[config.mk]
export PLATFORM = sky130hd
export DESIGN_NAME = bug0_motion_step_unit_flat
export DESIGN_NICKNAME = d
export VERILOG_FILES = /design/src/design/bug0_pkg.sv /design/src/design/bug0_if.sv /design/src/design/bug0_ctrl.sv /design/src/design/bug0_datapath.sv /design/src/design/bug0_motion_step_unit.sv /design/src/flat_wrapper.sv
export SDC_FILE = /design/constraint.sdc
export NUM_CORES = 2
export LEC_CHECK = 0
export BUFFER_PORTS_ARGS = -buffer_cell sky130_fd_sc_hd__buf_2
export CELL_PAD_IN_SITES_DETAIL_PLACEMENT = 0
export CELL_PAD_IN_SITES_GLOBAL_PLACEMENT = 1
export CORE_MARGIN = 1
export CORE_UTILIZATION = 52
export CTS_BUF_LIST = sky130_fd_sc_hd__clkbuf_8
export CTS_CLUSTER_SIZE = 20
export DETAILED_ROUTE_END_ITERATION = 8
export PLACE_DENSITY = 0.88
export SLEW_MARGIN = 5
export SYNTH_ARGS = -nofsm -noshare
export SYNTH_HDL_FRONTEND = slang
export SYNTH_SLANG_ARGS = --single-unit
[constraint.sdc]
create_clock -name clock -period 15.4 [get_ports clock]
set_input_delay 1.54 -clock clock [delete_from_list [all_inputs] [get_ports clock]]
set_output_delay 1.54 -clock clock [all_outputs]
set_load 0.02 [all_outputs]
[src/design/bug0_pkg.sv]
// ----------------------------------------------------------------------------
// Bug0 motion step package
// Shared constants, register indexes and controller/datapath link types.
// ----------------------------------------------------------------------------
package bug0_pkg;

   localparam int COORD_WIDTH_DEF = 16;
   localparam int MOVE_WIDTH      = 14;
   localparam int STEP_WIDTH      = 13;
   localparam int DIST_WIDTH      = 16;
   localparam int CSR_ADDR_WIDTH  = 2;

   // Register indexes of the configuration port.
   localparam logic [CSR_ADDR_WIDTH-1:0] REG_GOAL_X        = 2'd0;
   localparam logic [CSR_ADDR_WIDTH-1:0] REG_GOAL_Y        = 2'd1;
   localparam logic [CSR_ADDR_WIDTH-1:0] REG_STEP_LENGTH   = 2'd2;
   localparam logic [CSR_ADDR_WIDTH-1:0] REG_TURN_DISTANCE = 2'd3;

   localparam logic [STEP_WIDTH-1:0] STEP_LENGTH_RESET   = 13'd256;
   localparam logic [DIST_WIDTH-1:0] TURN_DISTANCE_RESET = 16'd256;

   // The larger normalized magnitude lives in [2^29, 2^30).
   localparam int NORM_BITS  = 30;
   localparam int SQ_BITS    = 2 * NORM_BITS + 2;
   localparam int ROOT_BITS  = 31;
   localparam int SQRT_STEPS = 31;
   localparam int DIV_STEPS  = MOVE_WIDTH;
   localparam int CNT_WIDTH  = 5;

   typedef struct packed {
      logic load;
      logic dot1;
      logic dot2;
      logic decide;
      logic norm;
      logic sq1;
      logic sq2;
      logic sqrt_step;
      logic div_load;
      logic div_step;
      logic out_load;
      logic div_sel;
   } dp_cmd_type;

   typedef struct packed {
      logic move;
      logic norm_done;
   } dp_status_type;

endpackage

[src/design/bug0_if.sv]
// ----------------------------------------------------------------------------
// Bug0 channel interfaces
// Request channel (robot and obstacle sample) and response channel (move).
// ----------------------------------------------------------------------------
interface bug0_req_if #(
   parameter int COORD_WIDTH = 16
);
   import bug0_pkg::*;

   logic                          valid;
   logic                          ready;
   logic signed [COORD_WIDTH-1:0] robot_x;
   logic signed [COORD_WIDTH-1:0] robot_y;
   logic signed [COORD_WIDTH-1:0] obstacle_x;
   logic signed [COORD_WIDTH-1:0] obstacle_y;
   logic        [DIST_WIDTH-1:0]  obstacle_dist;

   modport source (output valid, robot_x, robot_y, obstacle_x, obstacle_y, obstacle_dist,
                   input ready);
   modport sink (input valid, robot_x, robot_y, obstacle_x, obstacle_y, obstacle_dist,
                 output ready);
endinterface

interface bug0_rsp_if;
   import bug0_pkg::*;

   logic                         valid;
   logic                         ready;
   logic signed [MOVE_WIDTH-1:0] move_dx;
   logic signed [MOVE_WIDTH-1:0] move_dy;
   logic                         mode_now;

   modport source (output valid, move_dx, move_dy, mode_now, input ready);
   modport sink (input valid, move_dx, move_dy, mode_now, output ready);
endinterface

[src/design/bug0_ctrl.sv]
// ----------------------------------------------------------------------------
// Bug0 controller
// Sequences one sample through the datapath and owns the channel handshakes.
// ----------------------------------------------------------------------------
module bug0_ctrl (
   input  logic                   clock,
   input  logic                   reset,
   input  logic                   req_valid,
   output logic                   req_ready,
   output logic                   rsp_valid,
   input  logic                   rsp_ready,
   input  bug0_pkg::dp_status_type status,
   output bug0_pkg::dp_cmd_type   cmd
);
   import bug0_pkg::*;

   localparam logic [3:0] S_IDLE   = 4'd0;
   localparam logic [3:0] S_DOT1   = 4'd1;
   localparam logic [3:0] S_DOT2   = 4'd2;
   localparam logic [3:0] S_DECIDE = 4'd3;
   localparam logic [3:0] S_NORM   = 4'd4;
   localparam logic [3:0] S_SQ1    = 4'd5;
   localparam logic [3:0] S_SQ2    = 4'd6;
   localparam logic [3:0] S_SQRT   = 4'd7;
   localparam logic [3:0] S_DIVXL  = 4'd8;
   localparam logic [3:0] S_DIVX   = 4'd9;
   localparam logic [3:0] S_DIVYL  = 4'd10;
   localparam logic [3:0] S_DIVY   = 4'd11;
   localparam logic [3:0] S_OUT    = 4'd12;

   logic [3:0]           state_ff, state_in;
   logic [CNT_WIDTH-1:0] cnt_ff, cnt_in;
   logic                 rsp_valid_ff, rsp_valid_in;

   always_comb begin
      state_in = state_ff;
      cnt_in   = cnt_ff;
      cmd      = '0;
      case (state_ff)
         S_IDLE: begin
            if (req_valid) begin
               cmd.load = 1'b1;
               state_in = S_DOT1;
            end
         end
         S_DOT1: begin
            cmd.dot1 = 1'b1;
            state_in = S_DOT2;
         end
         S_DOT2: begin
            cmd.dot2 = 1'b1;
            state_in = S_DECIDE;
         end
         S_DECIDE: begin
            cmd.decide = 1'b1;
            state_in   = status.move ? S_NORM : S_OUT;
         end
         S_NORM: begin
            if (status.norm_done) begin
               state_in = S_SQ1;
            end else begin
               cmd.norm = 1'b1;
            end
         end
         S_SQ1: begin
            cmd.sq1  = 1'b1;
            state_in = S_SQ2;
         end
         S_SQ2: begin
            cmd.sq2  = 1'b1;
            cnt_in   = '0;
            state_in = S_SQRT;
         end
         S_SQRT: begin
            cmd.sqrt_step = 1'b1;
            cnt_in        = cnt_ff + 1'b1;
            if (cnt_ff == CNT_WIDTH'(SQRT_STEPS - 1)) begin
               state_in = S_DIVXL;
            end
         end
         S_DIVXL: begin
            cmd.div_load = 1'b1;
            cnt_in       = '0;
            state_in     = S_DIVX;
         end
         S_DIVX: begin
            cmd.div_step = 1'b1;
            cnt_in       = cnt_ff + 1'b1;
            if (cnt_ff == CNT_WIDTH'(DIV_STEPS - 1)) begin
               state_in = S_DIVYL;
            end
         end
         S_DIVYL: begin
            cmd.div_load = 1'b1;
            cmd.div_sel  = 1'b1;
            cnt_in       = '0;
            state_in     = S_DIVY;
         end
         S_DIVY: begin
            cmd.div_step = 1'b1;
            cnt_in       = cnt_ff + 1'b1;
            if (cnt_ff == CNT_WIDTH'(DIV_STEPS - 1)) begin
               state_in = S_OUT;
            end
         end
         S_OUT: begin
            // The result register is free once the previous beat has gone.
            if (!rsp_valid_ff || rsp_ready) begin
               cmd.out_load = 1'b1;
               state_in     = S_IDLE;
            end
         end
         default: begin
            state_in = S_IDLE;
         end
      endcase
   end

   always_comb begin
      rsp_valid_in = rsp_valid_ff;
      if (cmd.out_load) begin
         rsp_valid_in = 1'b1;
      end else if (rsp_ready) begin
         rsp_valid_in = 1'b0;
      end
   end

   always_ff @(posedge clock) begin
      if (reset) begin
         state_ff     <= S_IDLE;
         cnt_ff       <= '0;
         rsp_valid_ff <= 1'b0;
      end else begin
         state_ff     <= state_in;
         cnt_ff       <= cnt_in;
         rsp_valid_ff <= rsp_valid_in;
      end
   end

   assign req_ready = (state_ff == S_IDLE);
   assign rsp_valid = rsp_valid_ff;

endmodule

[src/design/bug0_datapath.sv]
// ----------------------------------------------------------------------------
// Bug0 datapath
// Configuration registers, mode bit, dot-product sign, normalize shifter,
// serial square root and serial divider for the scaled move.
// ----------------------------------------------------------------------------
module bug0_datapath #(
   parameter int COORD_WIDTH = bug0_pkg::COORD_WIDTH_DEF,
   parameter int CSR_DATA_WIDTH = (COORD_WIDTH > 16) ? COORD_WIDTH : 16
) (
   input  logic                                    clock,
   input  logic                                    reset,
   input  logic                                    csr_we,
   input  logic [bug0_pkg::CSR_ADDR_WIDTH-1:0]     csr_addr,
   input  logic [CSR_DATA_WIDTH-1:0]               csr_wdata,
   input  logic signed [COORD_WIDTH-1:0]           robot_x,
   input  logic signed [COORD_WIDTH-1:0]           robot_y,
   input  logic signed [COORD_WIDTH-1:0]           obstacle_x,
   input  logic signed [COORD_WIDTH-1:0]           obstacle_y,
   input  logic [bug0_pkg::DIST_WIDTH-1:0]         obstacle_dist,
   input  bug0_pkg::dp_cmd_type                    cmd,
   output bug0_pkg::dp_status_type                 status,
   output logic signed [bug0_pkg::MOVE_WIDTH-1:0]  move_dx,
   output logic signed [bug0_pkg::MOVE_WIDTH-1:0]  move_dy,
   output logic                                    mode_now
);
   import bug0_pkg::*;

   localparam int VW = COORD_WIDTH + 1;
   localparam int DW = 2 * VW + 1;
   localparam int NW = (COORD_WIDTH > NORM_BITS) ? COORD_WIDTH : NORM_BITS;
   localparam int MW = (VW > NORM_BITS + 1) ? VW : NORM_BITS + 1;
   localparam int NUM_BITS = NORM_BITS + STEP_WIDTH + 1;

   // Configuration and mode.
   logic signed [COORD_WIDTH-1:0] goal_x_ff, goal_y_ff;
   logic [STEP_WIDTH-1:0]         step_ff;
   logic [DIST_WIDTH-1:0]         turn_ff;
   logic                          mode_ff;

   // Per-sample registers.
   logic signed [VW-1:0]   gx_ff, gy_ff, ox_ff, oy_ff;
   logic [DIST_WIDTH-1:0]  dist_ff;
   logic signed [DW-1:0]   dot_ff;
   logic [NW-1:0]          mx_ff, my_ff;
   logic                   sx_ff, sy_ff, move_ff, newmode_ff;
   logic [SQ_BITS-1:0]     sq_ff;
   logic [ROOT_BITS-1:0]   root_ff;
   logic [ROOT_BITS+1:0]   rem_ff;
   logic [ROOT_BITS-1:0]   drem_ff;
   logic [MOVE_WIDTH-1:0]  low_ff, q_ff, qx_ff;
   logic signed [MOVE_WIDTH-1:0] move_dx_ff, move_dy_ff;

   logic signed [MW-1:0]   mul_a, mul_b;
   logic signed [2*MW-1:0] prod;
   logic                   dot_neg, dot_pos, go;
   logic signed [VW-1:0]   vx, vy, ax, ay;
   logic [NW-1:0]          m_max;
   logic                   m_small, m_big;
   logic [ROOT_BITS+3:0]   sq_remx, sq_trial;
   logic [NUM_BITS-1:0]    num;
   logic [ROOT_BITS:0]     div_remx;
   logic                   div_ge;
   logic [MOVE_WIDTH-1:0]  lim, qcx, qcy;

   // Shared multiplier; one product per cycle.
   always_comb begin
      mul_a = MW'(gx_ff);
      mul_b = MW'(ox_ff);
      if (cmd.dot2) begin
         mul_a = MW'(gy_ff);
         mul_b = MW'(oy_ff);
      end else if (cmd.sq1) begin
         mul_a = $signed(MW'(mx_ff[NORM_BITS-1:0]));
         mul_b = $signed(MW'(mx_ff[NORM_BITS-1:0]));
      end else if (cmd.sq2) begin
         mul_a = $signed(MW'(my_ff[NORM_BITS-1:0]));
         mul_b = $signed(MW'(my_ff[NORM_BITS-1:0]));
      end else if (cmd.div_load) begin
         mul_a = cmd.div_sel ? $signed(MW'(my_ff[NORM_BITS-1:0]))
                             : $signed(MW'(mx_ff[NORM_BITS-1:0]));
         mul_b = $signed(MW'(step_ff));
      end
   end
   assign prod = mul_a * mul_b;

   // Mode decision from the exact sign of the dot product.
   assign dot_neg = dot_ff[DW-1];
   assign dot_pos = !dot_neg && (dot_ff != '0);
   assign go      = mode_ff ? dot_pos : ((dist_ff > turn_ff) && dot_neg);
   assign vx      = mode_ff ? -oy_ff : gx_ff;
   assign vy      = mode_ff ? ox_ff : gy_ff;
   assign ax      = vx[VW-1] ? -vx : vx;
   assign ay      = vy[VW-1] ? -vy : vy;

   assign m_max   = (mx_ff > my_ff) ? mx_ff : my_ff;
   assign m_small = m_max < NW'(64'd1 << (NORM_BITS - 1));
   assign m_big   = {1'b0, m_max} >= (NW + 1)'(64'd1 << NORM_BITS);

   assign status.move      = go && ((vx != '0) || (vy != '0));
   assign status.norm_done = !m_small && !m_big;

   // One root bit per step from two bits of the radicand.
   assign sq_remx  = {rem_ff, sq_ff[SQ_BITS-1 -: 2]};
   assign sq_trial = (ROOT_BITS + 4)'({root_ff, 2'b01});

   // Rounded numerator and one quotient bit per step.
   assign num      = NUM_BITS'(prod[NORM_BITS+STEP_WIDTH-1:0]) + NUM_BITS'(root_ff >> 1);
   assign div_remx = {drem_ff, low_ff[MOVE_WIDTH-1]};
   assign div_ge   = div_remx >= {1'b0, root_ff};

   assign lim = {1'b0, step_ff};
   assign qcx = (qx_ff > lim) ? lim : qx_ff;
   assign qcy = (q_ff > lim) ? lim : q_ff;

   always_ff @(posedge clock) begin
      if (reset) begin
         goal_x_ff <= '0;
         goal_y_ff <= '0;
         step_ff   <= STEP_LENGTH_RESET;
         turn_ff   <= TURN_DISTANCE_RESET;
         mode_ff   <= 1'b0;
      end else begin
         if (csr_we) begin
            case (csr_addr)
               REG_GOAL_X:        goal_x_ff <= csr_wdata[COORD_WIDTH-1:0];
               REG_GOAL_Y:        goal_y_ff <= csr_wdata[COORD_WIDTH-1:0];
               REG_STEP_LENGTH:   step_ff   <= csr_wdata[STEP_WIDTH-1:0];
               REG_TURN_DISTANCE: turn_ff   <= csr_wdata[DIST_WIDTH-1:0];
               default: begin
               end
            endcase
         end
         if (cmd.out_load) begin
            mode_ff <= newmode_ff;
         end
      end
   end

   always_ff @(posedge clock) begin
      if (cmd.load) begin
         gx_ff   <= VW'(goal_x_ff) - VW'(robot_x);
         gy_ff   <= VW'(goal_y_ff) - VW'(robot_y);
         ox_ff   <= VW'(obstacle_x) - VW'(robot_x);
         oy_ff   <= VW'(obstacle_y) - VW'(robot_y);
         dist_ff <= obstacle_dist;
      end
      if (cmd.dot1) begin
         dot_ff <= DW'(prod);
      end
      if (cmd.dot2) begin
         dot_ff <= dot_ff + DW'(prod);
      end
      if (cmd.decide) begin
         mx_ff      <= NW'(ax[COORD_WIDTH-1:0]);
         my_ff      <= NW'(ay[COORD_WIDTH-1:0]);
         sx_ff      <= vx[VW-1];
         sy_ff      <= vy[VW-1];
         move_ff    <= status.move;
         newmode_ff <= go ? mode_ff : !mode_ff;
      end
      if (cmd.norm) begin
         // Left shifts are exact; right shifts drop low bits of both.
         if (m_small) begin
            mx_ff <= mx_ff << 1;
            my_ff <= my_ff << 1;
         end else begin
            mx_ff <= mx_ff >> 1;
            my_ff <= my_ff >> 1;
         end
      end
      if (cmd.sq1) begin
         sq_ff <= prod[SQ_BITS-1:0];
      end
      if (cmd.sq2) begin
         sq_ff   <= sq_ff + prod[SQ_BITS-1:0];
         root_ff <= '0;
         rem_ff  <= '0;
      end
      if (cmd.sqrt_step) begin
         sq_ff <= sq_ff << 2;
         if (sq_remx >= sq_trial) begin
            rem_ff  <= (ROOT_BITS + 2)'(sq_remx - sq_trial);
            root_ff <= {root_ff[ROOT_BITS-2:0], 1'b1};
         end else begin
            rem_ff  <= (ROOT_BITS + 2)'(sq_remx);
            root_ff <= {root_ff[ROOT_BITS-2:0], 1'b0};
         end
      end
      if (cmd.div_load) begin
         drem_ff <= ROOT_BITS'(num[NUM_BITS-1:MOVE_WIDTH]);
         low_ff  <= num[MOVE_WIDTH-1:0];
         if (cmd.div_sel) begin
            qx_ff <= q_ff;
         end
      end
      if (cmd.div_step) begin
         drem_ff <= div_ge ? ROOT_BITS'(div_remx - {1'b0, root_ff})
                           : ROOT_BITS'(div_remx);
         low_ff  <= low_ff << 1;
         q_ff    <= {q_ff[MOVE_WIDTH-2:0], div_ge};
      end
      if (cmd.out_load) begin
         if (move_ff) begin
            move_dx_ff <= sx_ff ? -$signed(qcx) : $signed(qcx);
            move_dy_ff <= sy_ff ? -$signed(qcy) : $signed(qcy);
         end else begin
            move_dx_ff <= '0;
            move_dy_ff <= '0;
         end
      end
   end

   assign move_dx  = move_dx_ff;
   assign move_dy  = move_dy_ff;
   assign mode_now = mode_ff;

endmodule

[src/design/bug0_motion_step_unit.sv]
// ----------------------------------------------------------------------------
// Bug0 motion step unit
// One reactive obstacle-avoidance move per robot control tick.
// ----------------------------------------------------------------------------
// Usage: a beat on req_chan carries the robot position, the nearest obstacle
// point and its distance. Each request beat yields exactly one beat on
// rsp_chan with the commanded move and the mode after the step. Goal, step
// length and turn distance are to be written on the csr_ port only while the
// unit is idle; the unit itself does not enforce this. Requests are taken one
// at a time: req_chan.ready is high only while no sample is in work. A zero
// move skips the normalize, square root and divide steps. A nonzero move goes
// through the one-bit-per-cycle normalize shifter, the serial square root and
// two serial divisions that share one multiplier. The result sits in an
// output register, so a new request is taken while it waits; if the
// receiver still stalls when the next result is done, the unit holds it.
// Reset clears the mode to straight and loads the register defaults: goal
// at the origin, step length and turn distance of 1.0.
// ----------------------------------------------------------------------------
module bug0_motion_step_unit #(
   parameter int COORD_WIDTH = bug0_pkg::COORD_WIDTH_DEF,
   parameter int CSR_DATA_WIDTH = (COORD_WIDTH > 16) ? COORD_WIDTH : 16
) (
   input  logic                                clock,
   input  logic                                reset,
   bug0_req_if.sink                            req_chan,
   bug0_rsp_if.source                          rsp_chan,
   input  logic                                csr_we,
   input  logic [bug0_pkg::CSR_ADDR_WIDTH-1:0] csr_addr,
   input  logic [CSR_DATA_WIDTH-1:0]           csr_wdata
);
   import bug0_pkg::*;

   dp_cmd_type    cmd;
   dp_status_type status;

   bug0_ctrl u_ctrl (
      .clock     (clock),
      .reset     (reset),
      .req_valid (req_chan.valid),
      .req_ready (req_chan.ready),
      .rsp_valid (rsp_chan.valid),
      .rsp_ready (rsp_chan.ready),
      .status    (status),
      .cmd       (cmd)
   );

   bug0_datapath #(
      .COORD_WIDTH    (COORD_WIDTH),
      .CSR_DATA_WIDTH (CSR_DATA_WIDTH)
   ) u_datapath (
      .clock         (clock),
      .reset         (reset),
      .csr_we        (csr_we),
      .csr_addr      (csr_addr),
      .csr_wdata     (csr_wdata),
      .robot_x       (req_chan.robot_x),
      .robot_y       (req_chan.robot_y),
      .obstacle_x    (req_chan.obstacle_x),
      .obstacle_y    (req_chan.obstacle_y),
      .obstacle_dist (req_chan.obstacle_dist),
      .cmd           (cmd),
      .status        (status),
      .move_dx       (rsp_chan.move_dx),
      .move_dy       (rsp_chan.move_dy),
      .mode_now      (rsp_chan.mode_now)
   );

`ifndef NO_ASSERTIONS
   // Only one sample is in work at a time.
   a_one_in_work : assert property (@(posedge clock) disable iff (reset)
      (req_chan.valid && req_chan.ready) |=> !req_chan.ready)
      else $error("request taken while a sample is in work");

   // A result is never written over one that has not been taken.
   a_no_overwrite : assert property (@(posedge clock) disable iff (reset)
      cmd.out_load |-> (!rsp_chan.valid || rsp_chan.ready))
      else $error("result register overwritten");

   // The controller issues at most one datapath operation per cycle.
   a_one_cmd : assert property (@(posedge clock) disable iff (reset)
      $onehot0({cmd.load, cmd.dot1, cmd.dot2, cmd.decide, cmd.norm, cmd.sq1,
                cmd.sq2, cmd.sqrt_step, cmd.div_load, cmd.div_step, cmd.out_load}))
      else $error("more than one datapath operation");

   // A new result appears only when one was loaded.
   a_rsp_source : assert property (@(posedge clock) disable iff (reset)
      $rose(rsp_chan.valid) |-> $past(cmd.out_load))
      else $error("response beat without a loaded result");
`endif

endmodule
[src/flat_wrapper.sv]
// flat-port wrapper written by rule: the top's interface ports become plain ports
module bug0_motion_step_unit_flat import bug0_pkg::*;
#(
   parameter int COORD_WIDTH = bug0_pkg::COORD_WIDTH_DEF,
   parameter int CSR_DATA_WIDTH = (COORD_WIDTH > 16) ? COORD_WIDTH : 16
)
  (clock, reset, csr_we, csr_addr, csr_wdata, req_chan_valid, req_chan_robot_x, req_chan_robot_y, req_chan_obstacle_x, req_chan_obstacle_y, req_chan_obstacle_dist, req_chan_ready, rsp_chan_valid, rsp_chan_move_dx, rsp_chan_move_dy, rsp_chan_mode_now, rsp_chan_ready);
  bug0_req_if #(.COORD_WIDTH(COORD_WIDTH)) req_chan_i ();
  bug0_rsp_if rsp_chan_i ();
  input  logic clock;
  input  logic reset;
  input  logic csr_we;
  input  logic [bug0_pkg::CSR_ADDR_WIDTH-1:0] csr_addr;
  input  logic [CSR_DATA_WIDTH-1:0] csr_wdata;
  input wire logic [$bits(req_chan_i.valid)-1:0] req_chan_valid;
  input wire logic [$bits(req_chan_i.robot_x)-1:0] req_chan_robot_x;
  input wire logic [$bits(req_chan_i.robot_y)-1:0] req_chan_robot_y;
  input wire logic [$bits(req_chan_i.obstacle_x)-1:0] req_chan_obstacle_x;
  input wire logic [$bits(req_chan_i.obstacle_y)-1:0] req_chan_obstacle_y;
  input wire logic [$bits(req_chan_i.obstacle_dist)-1:0] req_chan_obstacle_dist;
  output wire logic [$bits(req_chan_i.ready)-1:0] req_chan_ready;
  output wire logic [$bits(rsp_chan_i.valid)-1:0] rsp_chan_valid;
  output wire logic [$bits(rsp_chan_i.move_dx)-1:0] rsp_chan_move_dx;
  output wire logic [$bits(rsp_chan_i.move_dy)-1:0] rsp_chan_move_dy;
  output wire logic [$bits(rsp_chan_i.mode_now)-1:0] rsp_chan_mode_now;
  input wire logic [$bits(rsp_chan_i.ready)-1:0] rsp_chan_ready;
  assign req_chan_i.valid = req_chan_valid;
  assign req_chan_i.robot_x = req_chan_robot_x;
  assign req_chan_i.robot_y = req_chan_robot_y;
  assign req_chan_i.obstacle_x = req_chan_obstacle_x;
  assign req_chan_i.obstacle_y = req_chan_obstacle_y;
  assign req_chan_i.obstacle_dist = req_chan_obstacle_dist;
  assign req_chan_ready = req_chan_i.ready;
  assign rsp_chan_valid = rsp_chan_i.valid;
  assign rsp_chan_move_dx = rsp_chan_i.move_dx;
  assign rsp_chan_move_dy = rsp_chan_i.move_dy;
  assign rsp_chan_mode_now = rsp_chan_i.mode_now;
  assign rsp_chan_i.ready = rsp_chan_ready;
  bug0_motion_step_unit #(.COORD_WIDTH(COORD_WIDTH), .CSR_DATA_WIDTH(CSR_DATA_WIDTH)) u_core (.clock(clock), .reset(reset), .req_chan(req_chan_i), .rsp_chan(rsp_chan_i), .csr_we(csr_we), .csr_addr(csr_addr), .csr_wdata(csr_wdata));
endmodule
==> impl_metrics.env <==
export IMPL_slew_headroom_pct=12.5
export IMPL_avgSynthCellArea_um2=8.96
export IMPL_cts_tree="done"
export IMPL_setup_viol=0
export IMPL_ys_top_cells_by_area="fa_1, edfxtp_1, ha_1, inv_1, nand2_1"
export IMPL_syn_nets=9513
export IMPL_clk_pin_slew_ns=0.07
export IMPL_syn_area_um2=70500
export IMPL_final_setup_tns_ns=0
export IMPL_cts_resized=0
export IMPL_nNetsFinal=9548
export IMPL_finalWirelength_um=223000
export IMPL_wl_per_cell_um=22.9
export IMPL_ios=134
export IMPL_timing_critical_path_arrival_ns=15.09
export IMPL_via_count=57200
export IMPL_layout_min_cycle_time_ns=14.59
export IMPL_dpl_hpwl_um=175000
export IMPL_dieHeight_um=370
export IMPL_hold_ws_ns=0.442
export IMPL_drc=0
export IMPL_synth_cells=7868
export IMPL_initial_core_util_pct=52.6
export IMPL_slowest_stage="a221o_1"
export IMPL_critical_path_class="flip-flop to flip-flop"
export IMPL_critPathCaptureType="flip-flop"
export IMPL_synth_ff_type="edfxtp_1"
export IMPL_hp_class="flip-flop to flip-flop"
export IMPL_first_global_vias=57800
export IMPL_port_buffers=133
export IMPL_cts_made_buffers=84
export IMPL_drv_slew=0
export IMPL_max_cap_violations=0
export IMPL_critPathRequiredTime_ns=15.90
export IMPL_finClkSkew_ns=0.0805
export IMPL_gr_total_overflow=0
export IMPL_clock_fmax_ghz=0.0685
export IMPL_grt_max_degree=85
export IMPL_postCtsHoldBufs=0
export IMPL_h_tree_depth=3
export IMPL_cpPeakStageDelay_ns=0.92
export IMPL_status="complete, no violations"
export IMPL_ys_types=99
export IMPL_rsz0062_at_grt="no"
export IMPL_drive_above_1_share_pct=6.80
export IMPL_clk_path_buf_depth=3
export IMPL_yosys_warnings=0
export IMPL_cp_common_cell="fa_1"
export IMPL_numClockSinks=482
export IMPL_grt_use_total_pct=32.9
export IMPL_worst_skew_pair_late_latency_ns=0.79
export IMPL_dr_first_iter_drc_count=5507
export IMPL_via_per_inst=5.87
export IMPL_yosysSeqAreaShare_pct=19.5
export IMPL_hold_viol_final=0
export IMPL_synth_edf_count=407
export IMPL_die_width_um=370
export IMPL_fin_util_pct=56.2
export IMPL_period_share_pct=94.7
export IMPL_synth_top_cell_area_share_pct=29.1
export IMPL_async_flop_share_pct=0
export IMPL_tightest_slew_ns=1.31
export IMPL_die_area_um2=137000
export IMPL_ant_nets=0
export IMPL_grt_pass1_wl_um=343000
export IMPL_synth_area_leader_cell="fa_1"
export IMPL_crit_fanout=24
export IMPL_syn2layout_area_growth_pct=6.74
export IMPL_gp_congestion=0.987
export IMPL_synth_common_cells="inv_1, nand2_1, fa_1"
export IMPL_yosysMostFrequentCell="inv_1"
export IMPL_ys_ff_latch=482
export IMPL_start_kind="flip-flop"
export IMPL_num_rows=134
export IMPL_postCtsSetupBuffers=0
export IMPL_cts_root_buf="clkbuf_8"
export IMPL_design_core_area_um2=134000
export IMPL_firstDrtPassIters=7
export IMPL_grt_antenna_before_repair=5
[metrics by stage]
stage	instance area [um^2]	cells	setup WS [ns]
after floorplan	70500	7868	3.69
after global placement	73600	9585	1.41
after detailed placement	73600	9585	1.21
after CTS	75300	9739	1.14
after global routing	75300	9742	0.368
final	75300	9744	0.809
[critical path: cells and delay by family, from the launching register on]
family                   cells  cell delay [ns]
buffers and inverters        5             0.68
flip-flops                   1             0.88
adder cells (fa/ha/maj)     10             5.06
XOR/XNOR                     2             0.45
AO/OA/AOI/OAI               13             3.61
AND/OR/NAND/NOR             13             3.59
[state kept, by name (all words and copies together), names as in the netlist, 17 cells and up]
signal                     count
u_core.u_datapath.gy_ff       17
u_core.u_datapath.root_ff     31
u_core.u_datapath.ox_ff       17
u_core.u_datapath.sq_ff       62
u_core.u_datapath.dot_ff      35
u_core.u_datapath.gx_ff       17
u_core.u_datapath.oy_ff       17
u_core.u_datapath.rem_ff      33
u_core.u_datapath.my_ff       30
u_core.u_datapath.drem_ff     31
u_core.u_datapath.mx_ff       30
[final cells by class]
cell class	count	area [um^2]
Antenna cell	5	12.5
Clock buffer	89	1220
Clock inverter	65	448
Fill cell	12100	58700
Inverter	1294	4860
Multi-Input combinational cell	5765	51000
Sequential cell	482	13700
Tap cell	1768	2210
Timing Repair Buffer	276	1740
[layout by cell type, fill, tap and decap left out, drive strengths merged, types with 24 or more instances in the layout]
cell type	Yosys	routed
inv	1293	1315
nand2	1029	1029
fa	1026	1026
nor2	713	713
ha	516	516
a21oi	455	455
edfxtp	407	407
o21ai	306	306
buf	25	276
xnor2	219	219
a21o	185	185
xor2	114	114
mux2i	112	112
clkbuf	302	89
nor3	79	79
dfxtp	75	75
o21a	73	73
and2	72	72
nor2b	70	70
nand3	62	62
nand4	53	53
nand2b	49	49
a211oi	44	44
and3	44	44
o21bai	40	40
clkinv	1	38
mux2	36	36
a31oi	36	36
o22ai	34	34
o31ai	34	34
o211ai	30	30
a21boi	27	27
nor4	27	27
or3	24	24
[cells by family after synthesis]
family,Yosys count,share of synthesized area (%)
xor gates and xnor gates,333,4.19
and+or+nand+nor,2280,14.0
DFF,482,19.5
adders and majority gates,1543,38.3
AOI/OAI and AO/OA,1461,13.2
muxes,148,2.18
buffers and inverters,1621,8.65
[final timing paths]
check | slack, ns | start | to | cells after the start
setup / recovery | 0.81 | u_core.u_ctrl.state_ff[3] | u_core.u_datapath.sq_ff[60] | 43
hold / removal | 0.44 | u_core.u_datapath.low_ff[0] | u_core.u_datapath.low_ff[0] | 2
setup reg to reg | 0.81 | u_core.u_ctrl.state_ff[3] | u_core.u_datapath.sq_ff[60] | 43
hold reg to reg | 0.44 | u_core.u_datapath.low_ff[0] | u_core.u_datapath.low_ff[0] | 2
[routing by layer]
metal  track usage (%)  wire length (um)  vias up
li1                  -                 -    25800
met1              44.4             91800    28500
met4              13.8             10500        0
met3              6.83             21000      479
met2              51.5             99900     2503
met5                 0                 0        -
Power is not shown: default switching activity piles up to over one toggle a cycle in this logic, so the estimate is an artifact.
